===== src/hw/rtl/mp3hd_pkg.sv =====
`timescale 1ns / 1ps
// ----------------------------------------------------------------------------
// mp3hd_pkg
// Shared types, field codes and decode tables for the Layer III header decoder.
// ----------------------------------------------------------------------------
package mp3hd_pkg;

  // Field widths of one result.
  localparam int unsigned HDR_W    = 32;
  localparam int unsigned VER_W    = 2;
  localparam int unsigned KBPS_W   = 9;
  localparam int unsigned RATE_W   = 16;
  localparam int unsigned SPF_W    = 11;
  localparam int unsigned LEN_W    = 11;
  localparam int unsigned CHAN_W   = 2;
  localparam int unsigned MULT_W   = 9;
  localparam int unsigned NUM_W    = 16;
  localparam int unsigned OUT_W    = 56;

  // Division by 49 as a multiplication by a rounded-up reciprocal.
  // Exact for every numerator below 2**16.
  localparam int unsigned RECIP_W     = 17;
  localparam int unsigned RECIP_SHIFT = 22;
  localparam logic [RECIP_W-1:0] RECIP_49 = 17'd85599;
  localparam int unsigned PROD_W      = NUM_W + RECIP_W;

  // Header field codes.
  localparam logic [1:0] VER_MPEG1    = 2'd3;
  localparam logic [1:0] VER_MPEG2    = 2'd2;
  localparam logic [1:0] VER_MPEG25   = 2'd0;
  localparam logic [1:0] VER_RESERVED = 2'd1;
  localparam logic [1:0] LAYER_III    = 2'd1;
  localparam logic [3:0] BRI_FREE     = 4'd0;
  localparam logic [3:0] BRI_BAD      = 4'd15;
  localparam logic [1:0] SRI_44100    = 2'd0;
  localparam logic [1:0] SRI_48000    = 2'd1;
  localparam logic [1:0] SRI_32000    = 2'd2;
  localparam logic [1:0] SRI_RESERVED = 2'd3;
  localparam logic [1:0] MODE_MONO    = 2'd3;

  localparam logic [SPF_W-1:0]  SPF_MPEG1  = 11'd1152;
  localparam logic [SPF_W-1:0]  SPF_OTHER  = 11'd576;
  localparam logic [CHAN_W-1:0] CHAN_MONO  = 2'd1;
  localparam logic [CHAN_W-1:0] CHAN_MULTI = 2'd2;

  // Divisor that finishes the frame length computation.
  typedef enum logic [1:0] {
    DIV_1,
    DIV_2,
    DIV_49
  } div_sel_e;

  // Decoded header fields that travel down the pipeline.
  typedef struct packed {
    logic                 valid_res;
    logic [VER_W-1:0]     version_code;
    logic [KBPS_W-1:0]    bitrate_kbps;
    logic [RATE_W-1:0]    sample_rate_hz;
    logic [SPF_W-1:0]     samples_per_frame;
    logic                 padding;
    logic [CHAN_W-1:0]    channel_count;
    logic                 crc_present;
    logic [MULT_W-1:0]    len_mult;
    div_sel_e             div_sel;
  } hdr_info_t;

  // MPEG-1 Layer III bitrate table, indexed by the bitrate index.
  function automatic logic [KBPS_W-1:0] kbps_mpeg1(input logic [3:0] bri);
    logic [KBPS_W-1:0] kbps;
    case (bri)
      4'd1:    kbps = 9'd32;
      4'd2:    kbps = 9'd40;
      4'd3:    kbps = 9'd48;
      4'd4:    kbps = 9'd56;
      4'd5:    kbps = 9'd64;
      4'd6:    kbps = 9'd80;
      4'd7:    kbps = 9'd96;
      4'd8:    kbps = 9'd112;
      4'd9:    kbps = 9'd128;
      4'd10:   kbps = 9'd160;
      4'd11:   kbps = 9'd192;
      4'd12:   kbps = 9'd224;
      4'd13:   kbps = 9'd256;
      4'd14:   kbps = 9'd320;
      default: kbps = '0;
    endcase
    return kbps;
  endfunction

  // MPEG-2 and MPEG-2.5 Layer III bitrate table.
  function automatic logic [KBPS_W-1:0] kbps_mpeg2(input logic [3:0] bri);
    logic [KBPS_W-1:0] kbps;
    case (bri)
      4'd1:    kbps = 9'd8;
      4'd2:    kbps = 9'd16;
      4'd3:    kbps = 9'd24;
      4'd4:    kbps = 9'd32;
      4'd5:    kbps = 9'd40;
      4'd6:    kbps = 9'd48;
      4'd7:    kbps = 9'd56;
      4'd8:    kbps = 9'd64;
      4'd9:    kbps = 9'd80;
      4'd10:   kbps = 9'd96;
      4'd11:   kbps = 9'd112;
      4'd12:   kbps = 9'd128;
      4'd13:   kbps = 9'd144;
      4'd14:   kbps = 9'd160;
      default: kbps = '0;
    endcase
    return kbps;
  endfunction

  // MPEG-1 base sampling rate.
  function automatic logic [RATE_W-1:0] base_rate(input logic [1:0] sri);
    logic [RATE_W-1:0] rate;
    case (sri)
      SRI_44100: rate = 16'd44100;
      SRI_48000: rate = 16'd48000;
      SRI_32000: rate = 16'd32000;
      default:   rate = '0;
    endcase
    return rate;
  endfunction

endpackage


===== src/hw/rtl/mp3hd_parse.sv =====
`timescale 1ns / 1ps
// ----------------------------------------------------------------------------
// mp3hd_parse
// First stage: checks a candidate header word and decodes its table fields.
// ----------------------------------------------------------------------------
module mp3hd_parse (
  input  logic                           clk_i,
  input  logic                           rst_ni,
  input  logic                           valid_i,
  output logic                           ready_o,
  input  logic [mp3hd_pkg::HDR_W-1:0]    hdr_i,
  output logic                           valid_o,
  input  logic                           ready_i,
  output mp3hd_pkg::hdr_info_t           info_o
);

  logic                  valid_q;
  mp3hd_pkg::hdr_info_t  info_d, info_q;

  logic       sync_ok;
  logic       hdr_ok;
  logic [1:0] ver;
  logic [1:0] lay;
  logic [3:0] bri;
  logic [1:0] sri;
  logic       is_mpeg1;
  logic       is_mpeg25;

  // Field extraction and validity check.
  assign sync_ok   = &hdr_i[31:21];
  assign ver       = hdr_i[20:19];
  assign lay       = hdr_i[18:17];
  assign bri       = hdr_i[15:12];
  assign sri       = hdr_i[11:10];
  assign is_mpeg1  = (ver == mp3hd_pkg::VER_MPEG1);
  assign is_mpeg25 = (ver == mp3hd_pkg::VER_MPEG25);
  assign hdr_ok    = sync_ok && (ver != mp3hd_pkg::VER_RESERVED) &&
                     (lay == mp3hd_pkg::LAYER_III) &&
                     (bri != mp3hd_pkg::BRI_FREE) && (bri != mp3hd_pkg::BRI_BAD) &&
                     (sri != mp3hd_pkg::SRI_RESERVED);

  // Table decode. The frame length is floor(K * kbps / base) with K = 144000,
  // or 288000 for MPEG-2.5, which reduces to a small multiplier per base rate.
  always_comb begin
    info_d = '0;
    if (hdr_ok) begin
      info_d.valid_res    = 1'b1;
      info_d.version_code = ver;
      info_d.bitrate_kbps = is_mpeg1 ? mp3hd_pkg::kbps_mpeg1(bri)
                                     : mp3hd_pkg::kbps_mpeg2(bri);
      case (ver)
        mp3hd_pkg::VER_MPEG1:  info_d.sample_rate_hz = mp3hd_pkg::base_rate(sri);
        mp3hd_pkg::VER_MPEG2:  info_d.sample_rate_hz = mp3hd_pkg::base_rate(sri) >> 1;
        mp3hd_pkg::VER_MPEG25: info_d.sample_rate_hz = mp3hd_pkg::base_rate(sri) >> 2;
        default:               info_d.sample_rate_hz = '0;
      endcase
      info_d.samples_per_frame = is_mpeg1 ? mp3hd_pkg::SPF_MPEG1 : mp3hd_pkg::SPF_OTHER;
      info_d.padding           = hdr_i[9];
      info_d.channel_count     = (hdr_i[7:6] == mp3hd_pkg::MODE_MONO) ?
                                 mp3hd_pkg::CHAN_MONO : mp3hd_pkg::CHAN_MULTI;
      info_d.crc_present       = ~hdr_i[16];
      case (sri)
        mp3hd_pkg::SRI_44100: begin
          info_d.len_mult = is_mpeg25 ? 9'd320 : 9'd160;
          info_d.div_sel  = mp3hd_pkg::DIV_49;
        end
        mp3hd_pkg::SRI_48000: begin
          info_d.len_mult = is_mpeg25 ? 9'd6 : 9'd3;
          info_d.div_sel  = mp3hd_pkg::DIV_1;
        end
        default: begin
          info_d.len_mult = is_mpeg25 ? 9'd18 : 9'd9;
          info_d.div_sel  = mp3hd_pkg::DIV_2;
        end
      endcase
    end
  end

  assign ready_o = !valid_q || ready_i;

  // Stage register.
  always_ff @(posedge clk_i or negedge rst_ni) begin
    if (!rst_ni) begin
      valid_q <= 1'b0;
    end else if (ready_o) begin
      valid_q <= valid_i;
    end
  end

  always_ff @(posedge clk_i) begin
    if (ready_o && valid_i) begin
      info_q <= info_d;
    end
  end

  assign valid_o = valid_q;
  assign info_o  = info_q;

endmodule


===== src/hw/rtl/mp3hd_mult.sv =====
`timescale 1ns / 1ps
// ----------------------------------------------------------------------------
// mp3hd_mult
// Second and third stages: frame length numerator and reciprocal product.
// ----------------------------------------------------------------------------
module mp3hd_mult (
  input  logic                              clk_i,
  input  logic                              rst_ni,
  input  logic                              valid_i,
  output logic                              ready_o,
  input  mp3hd_pkg::hdr_info_t              info_i,
  output logic                              valid_o,
  input  logic                              ready_i,
  output mp3hd_pkg::hdr_info_t              info_o,
  output logic [mp3hd_pkg::NUM_W-1:0]       num_o,
  output logic [mp3hd_pkg::PROD_W-1:0]      prod_o
);

  logic                               num_valid_q;
  logic                               num_ready;
  mp3hd_pkg::hdr_info_t               num_info_q;
  logic [mp3hd_pkg::NUM_W-1:0]        num_d, num_q;

  logic                               prod_valid_q;
  mp3hd_pkg::hdr_info_t               prod_info_q;
  logic [mp3hd_pkg::NUM_W-1:0]        prod_num_q;
  logic [mp3hd_pkg::PROD_W-1:0]       prod_d, prod_q;

  // Numerator: bitrate times the per-rate multiplier, at most 51200.
  assign num_d = mp3hd_pkg::NUM_W'(info_i.bitrate_kbps) *
                 mp3hd_pkg::NUM_W'(info_i.len_mult);

  assign ready_o   = !num_valid_q || num_ready;
  assign num_ready = !prod_valid_q || ready_i;

  always_ff @(posedge clk_i or negedge rst_ni) begin
    if (!rst_ni) begin
      num_valid_q <= 1'b0;
    end else if (ready_o) begin
      num_valid_q <= valid_i;
    end
  end

  always_ff @(posedge clk_i) begin
    if (ready_o && valid_i) begin
      num_info_q <= info_i;
      num_q      <= num_d;
    end
  end

  // Reciprocal product for the division by 49.
  assign prod_d = mp3hd_pkg::PROD_W'(num_q) * mp3hd_pkg::PROD_W'(mp3hd_pkg::RECIP_49);

  always_ff @(posedge clk_i or negedge rst_ni) begin
    if (!rst_ni) begin
      prod_valid_q <= 1'b0;
    end else if (num_ready) begin
      prod_valid_q <= num_valid_q;
    end
  end

  always_ff @(posedge clk_i) begin
    if (num_ready && num_valid_q) begin
      prod_info_q <= num_info_q;
      prod_num_q  <= num_q;
      prod_q      <= prod_d;
    end
  end

  assign valid_o = prod_valid_q;
  assign info_o  = prod_info_q;
  assign num_o   = prod_num_q;
  assign prod_o  = prod_q;

endmodule


===== src/hw/rtl/mp3_layer3_header_decode_core.sv =====
`timescale 1ns / 1ps
// ----------------------------------------------------------------------------
// mp3_layer3_header_decode_core
// Layer III frame header decoder: validity, version, bitrate, sample rate,
// samples per frame, frame length, channel count and CRC flag.
// ----------------------------------------------------------------------------
// Throughput: one header word per cycle while the output is not stalled;
// four pipeline registers (parse, numerator, product, output), the third
// holding the 16 x 17 reciprocal product that replaces the division by 49.
// Each stage takes a new request when it is empty or its successor moves.
// Reset clears every stage valid bit; payload registers are not reset.
// ----------------------------------------------------------------------------
module mp3_layer3_header_decode_core (
  input  logic                             clk_i,
  input  logic                             rst_ni,
  input  logic                             s_axis_tvalid_i,
  output logic                             s_axis_tready_o,
  // [31:0] header_word
  input  logic [mp3hd_pkg::HDR_W-1:0]      s_axis_tdata_i,
  output logic                             m_axis_tvalid_o,
  input  logic                             m_axis_tready_i,
  // [0] valid_res, [2:1] version_code, [11:3] bitrate_kbps,
  // [27:12] sample_rate_hz, [38:28] samples_per_frame, [49:39] frame_length,
  // [51:50] channel_count, [52] crc_present, [55:53] zero
  output logic [mp3hd_pkg::OUT_W-1:0]      m_axis_tdata_o
);

  logic                            parse_valid;
  logic                            parse_ready;
  mp3hd_pkg::hdr_info_t            parse_info;

  logic                            mult_valid;
  logic                            mult_ready;
  mp3hd_pkg::hdr_info_t            mult_info;
  logic [mp3hd_pkg::NUM_W-1:0]     mult_num;
  logic [mp3hd_pkg::PROD_W-1:0]    mult_prod;

  logic                            out_valid_q;
  logic [mp3hd_pkg::LEN_W-1:0]     quot;
  logic [mp3hd_pkg::OUT_W-1:0]     out_data_d, out_data_q;

  mp3hd_parse u_parse (
    .clk_i   (clk_i),
    .rst_ni  (rst_ni),
    .valid_i (s_axis_tvalid_i),
    .ready_o (s_axis_tready_o),
    .hdr_i   (s_axis_tdata_i),
    .valid_o (parse_valid),
    .ready_i (parse_ready),
    .info_o  (parse_info)
  );

  mp3hd_mult u_mult (
    .clk_i   (clk_i),
    .rst_ni  (rst_ni),
    .valid_i (parse_valid),
    .ready_o (parse_ready),
    .info_i  (parse_info),
    .valid_o (mult_valid),
    .ready_i (mult_ready),
    .info_o  (mult_info),
    .num_o   (mult_num),
    .prod_o  (mult_prod)
  );

  // Quotient select by divisor; invalid headers carry a zero numerator.
  always_comb begin
    case (mult_info.div_sel)
      mp3hd_pkg::DIV_1:  quot = mult_num[mp3hd_pkg::LEN_W-1:0];
      mp3hd_pkg::DIV_2:  quot = mult_num[mp3hd_pkg::LEN_W:1];
      mp3hd_pkg::DIV_49: quot = mult_prod[mp3hd_pkg::RECIP_SHIFT +: mp3hd_pkg::LEN_W];
      default:           quot = '0;
    endcase
  end

  // Output packing with the padding byte added.
  assign out_data_d = {3'b000,
                       mult_info.crc_present,
                       mult_info.channel_count,
                       quot + mp3hd_pkg::LEN_W'(mult_info.padding),
                       mult_info.samples_per_frame,
                       mult_info.sample_rate_hz,
                       mult_info.bitrate_kbps,
                       mult_info.version_code,
                       mult_info.valid_res};

  assign mult_ready = !out_valid_q || m_axis_tready_i;

  // Output register.
  always_ff @(posedge clk_i or negedge rst_ni) begin
    if (!rst_ni) begin
      out_valid_q <= 1'b0;
    end else if (mult_ready) begin
      out_valid_q <= mult_valid;
    end
  end

  always_ff @(posedge clk_i) begin
    if (mult_ready && mult_valid) begin
      out_data_q <= out_data_d;
    end
  end

  assign m_axis_tvalid_o = out_valid_q;
  assign m_axis_tdata_o  = out_data_q;

endmodule


===== config.mk =====
export PLATFORM = sky130hd
export DESIGN_NAME = mp3_layer3_header_decode_core
export DESIGN_NICKNAME = d
export VERILOG_FILES = /design/src/hw/rtl/mp3hd_pkg.sv /design/src/hw/rtl/mp3hd_parse.sv /design/src/hw/rtl/mp3hd_mult.sv /design/src/hw/rtl/mp3_layer3_header_decode_core.sv
export SDC_FILE = /design/constraint.sdc
export NUM_CORES = 1
export LEC_CHECK = 0
export BUFFER_PORTS_ARGS = -buffer_cell sky130_fd_sc_hd__buf_2
export CAP_MARGIN = 10
export CORE_ASPECT_RATIO = 1.75
export CORE_MARGIN = 2
export CORE_UTILIZATION = 35
export DETAILED_ROUTE_END_ITERATION = 12
export PLACE_DENSITY = 0.63
export REMOVE_ABC_BUFFERS = 1
export SLEW_MARGIN = 40
export SYNTH_ARGS = -nofsm -noshare
export SYNTH_HDL_FRONTEND = slang
export SYNTH_SLANG_ARGS = --single-unit

===== constraint.sdc =====
create_clock -name clk_i -period 8.3 [get_ports clk_i]
set_clock_uncertainty 0.2 [all_clocks]
set_input_delay 0.83 -clock clk_i [delete_from_list [all_inputs] [get_ports clk_i]]
set_output_delay 0.83 -clock clk_i [all_outputs]
set_load 0.01 [all_outputs]

==> flow_metrics.py <==
metrics = {
    "cts": {
        "cts_hold_buf": 1,
        "clockBufferDepth": 2,
        "cts_sinks": 176,
        "clk_latency_ns": 0.42,
        "tritoncts": "done",
        "post_cts_resized": 0,
        "htreeDepth": 4,
        "clockRootBuffer": "clkbuf_16",
        "post_cts_buffers": 0,
        "clkTransAtPathRegs_ns": 0.07,
        "numCtsBuffers": 17,
    },
    "layout": {
        "layout-drive-gt1-share": 0.1291,
        "antennaDiodeCount": 0,
        "nets": 1337,
        "design_area_sq_mm": 0.01369,
        "final_cells": 1506,
        "syn2layout_area_growth_pct": 11.78,
    },
    "sta": {
        "whs_ns": 0.2152,
        "fin_crit_ns": 6.372,
        "setup_viol": 0,
        "fin_setup_tns_ns": 0,
        "slew_headroom": 0.5413,
        "worst_slew_pin_slew_ns": 0.6866,
        "drv_slew": 0,
        "finalHoldViolCount": 0,
        "rsz0062_at_grt": "false",
        "timing.final.crit_share": 0.7677,
        "fmax_ghz": 0.1569,
    },
    "synth": {
        "synthDistinctLibCells": 58,
        "synth_largest_area_cell": "edfxtp_1",
        "yosysWarnings": 0,
        "syn_inst": 955,
        "synth-main-ff-cell": "edfxtp_1",
        "seq_area_frac_synth": 0.4300,
        "synth_area_sq_mm": 0.01225,
        "syn_avg_cell_area_sq_um": 12.82,
        "synthTopCellsByArea": "edfxtp_1, ha_1, fa_1",
        "ys_ff_latch": 176,
        "yosysTopAreaCellShare": 0.4218,
        "synth_edf_count": 172,
        "synthArstFlopShare": 0.02273,
    },
    "setup_path": {
        "crit_fanout": 7,
        "crit_buf_inv": 3,
        "crit_chain": "inv_1 -> fa_1 -> xor2_1 -> ha_1 -> or2_2 -> fa_1 -> inv_1 -> fa_1 -> inv_1 -> fa_1 -> ha_1 -> ha_1 -> nand3_1 -> nor3_1 -> nor4_1 -> o211ai_2 -> a221oi_4 -> o21bai_1 -> xor2_1",
        "worstReg2RegEnd": "u_mult.prod_o[27]",
        "cp.arrival_ns": 6.33,
        "cp-end-kind": "flop",
        "critPathTopFamily": "adder cells",
        "path_class": "reg2reg",
        "cp_slowest_cell": "fa_1",
        "startpoint_type": "flop",
        "rrSetupSlack_ns": 1.93,
        "r2r_start": "u_mult.num_q[13]",
        "path_common_cell": "fa_1",
        "required_ns": 8.26,
        "reg2reg_depth": 19,
        "cpPeakStageDelay_ns": 0.72,
    },
    "worst_hold_path": {
        "hold_path_class": "reg2reg",
        "hp-start": "u_mult.info_o[37]",
        "whs_path_depth": 0,
        "min_to": "m_axis_tdata_o[23]",
    },
    "global_route": {
        "grt_overflow_total": 0,
        "grt_max_degree": 45,
        "antenna_found_initial": 0,
        "grtUsageTotal": 0.1281,
        "grt_pass1_vias": 7649,
        "grt_pass1_wl_mm": 37.15,
    },
    "die": {
        "die_w_microns": 145.4,
        "core_sq_mm": 0.03446,
        "dieArea_sq_mm": 0.03656,
        "io_pins": 94,
        "start_util": 0.3554,
        "rows": 90,
        "die_h_microns": 251.4,
    },
    "placement": {
        "gp_congestion": 0.8562,
        "dpl-instance-area_sq_mm": 0.01308,
        "io_buffers": 72,
        "dp_hpwl_mm": 18.57,
        "dpl.cell_count": 1473,
    },
    "flow_run": {
        "drv_cap": 0,
    },
    "route": {
        "viasPerCell": 4.587,
        "ant_nets": 0,
        "drc": 0,
        "vias": 6908,
        "wire_per_inst_microns": 14.97,
        "finalWirelength_mm": 22.55,
        "drt_iter0_drc": 335,
        "dr.pass1.iters": 4,
    },
    "run_status": {
        "status": "completed",
    },
}
## through the flow
stage	utilization	setup slack, ns
floorplan	-	2.531
global route	0.3972	1.575
CTS	0.3972	1.880
finish	0.3972	1.928
detailed placement	0.3795	1.937
global placement	0.3790	1.932
## worst max-delay path by stage
| stage | from | slack (ns) | depth (start not counted) | end |
|---|---|---|---|---|
| finish | u_mult.num_q[13] | 1.93 | 19 | u_mult.prod_o[27] |
| global route | u_mult.num_q[13] | 1.58 | 19 | u_mult.prod_o[27] |
| floorplan | u_mult.num_q[14] | 2.53 | 19 | u_mult.prod_o[30] |
| detailed placement | u_mult.num_q[13] | 1.94 | 19 | u_mult.prod_o[31] |
| CTS | u_mult.num_q[13] | 1.88 | 19 | u_mult.prod_o[31] |
| global placement | u_mult.num_q[13] | 1.93 | 19 | u_mult.prod_o[27] |
## area by class of cell
cell class	instances	area, sq um
multi-input cells	596	6223
clock buffers	18	429.2
inverters	167	629.4
flip-flops and latches	176	5265
clock inverters	14	172.7
fillers	3287	20770
repair buffers	75	392.9
well taps	460	575.6
## metal layers
layer  track usage  part of all wire
met2        0.2635              0.59
met3       0.01917             0.019
met1        0.1234              0.35
met4       0.05462             0.036
met5             0                 0
## sequential cells by signal, summed over array words and instances, names as in the netlist
| register | flops |
|---|---|
| m_axis_tvalid_o | 1 |
| u_mult.num_info_q | 31 |
| u_mult.info_o | 31 |
| u_mult.valid_o | 1 |
| u_mult.num_q | 13 |
| u_parse.valid_o | 1 |
| u_mult.num_o | 9 |
| u_parse.info_o | 38 |
| u_mult.prod_o | 11 |
| u_mult.num_valid_q | 1 |
| m_axis_tdata_o | 39 |
## cell usage after synthesis, drive strengths merged (12+ instances only)
library cell	count
nand2	39
inv	167
edfxtp	172
ha	166
mux2i	12
and2	37
fa	102
buf	23
a21o	13
nor2	30
nor3	15
xnor2	21
a21oi	31
o21ai	18
xor2	13
## logic make-up (layout without fill, tap and decap cells)
family          Yosys count  count (layout)  share of synthesized area
compound gates           97              97                    0.05558
buf+inv                 196             274                    0.06693
fa+ha+maj               268             268                     0.3364
simple gates            171             171                    0.07673
xor+xnor                 34              34                    0.02432
flops                   176             176                     0.4300
mux                      12              12                   0.009809
other cells               1              14                  0.0003062
## cell usage in the layout, fill, tap and decap left out, types with 18 or more instances in the layout
cell / synthesis / final
a21oi_1: 31 / 31
edfxtp_1: 172 / 172
nor2_1: 29 / 29
o21ai_0: 18 / 18
inv_1: 165 / 165
ha_1: 166 / 166
nand2_1: 37 / 37
xnor2_1: 21 / 21
and2_1: 37 / 34
fa_1: 102 / 102
buf_2: 2 / 72
Power is left out: the tool's default activity adds up to more than one toggle a clock period on the data nets, which glitch-free logic cannot reach.
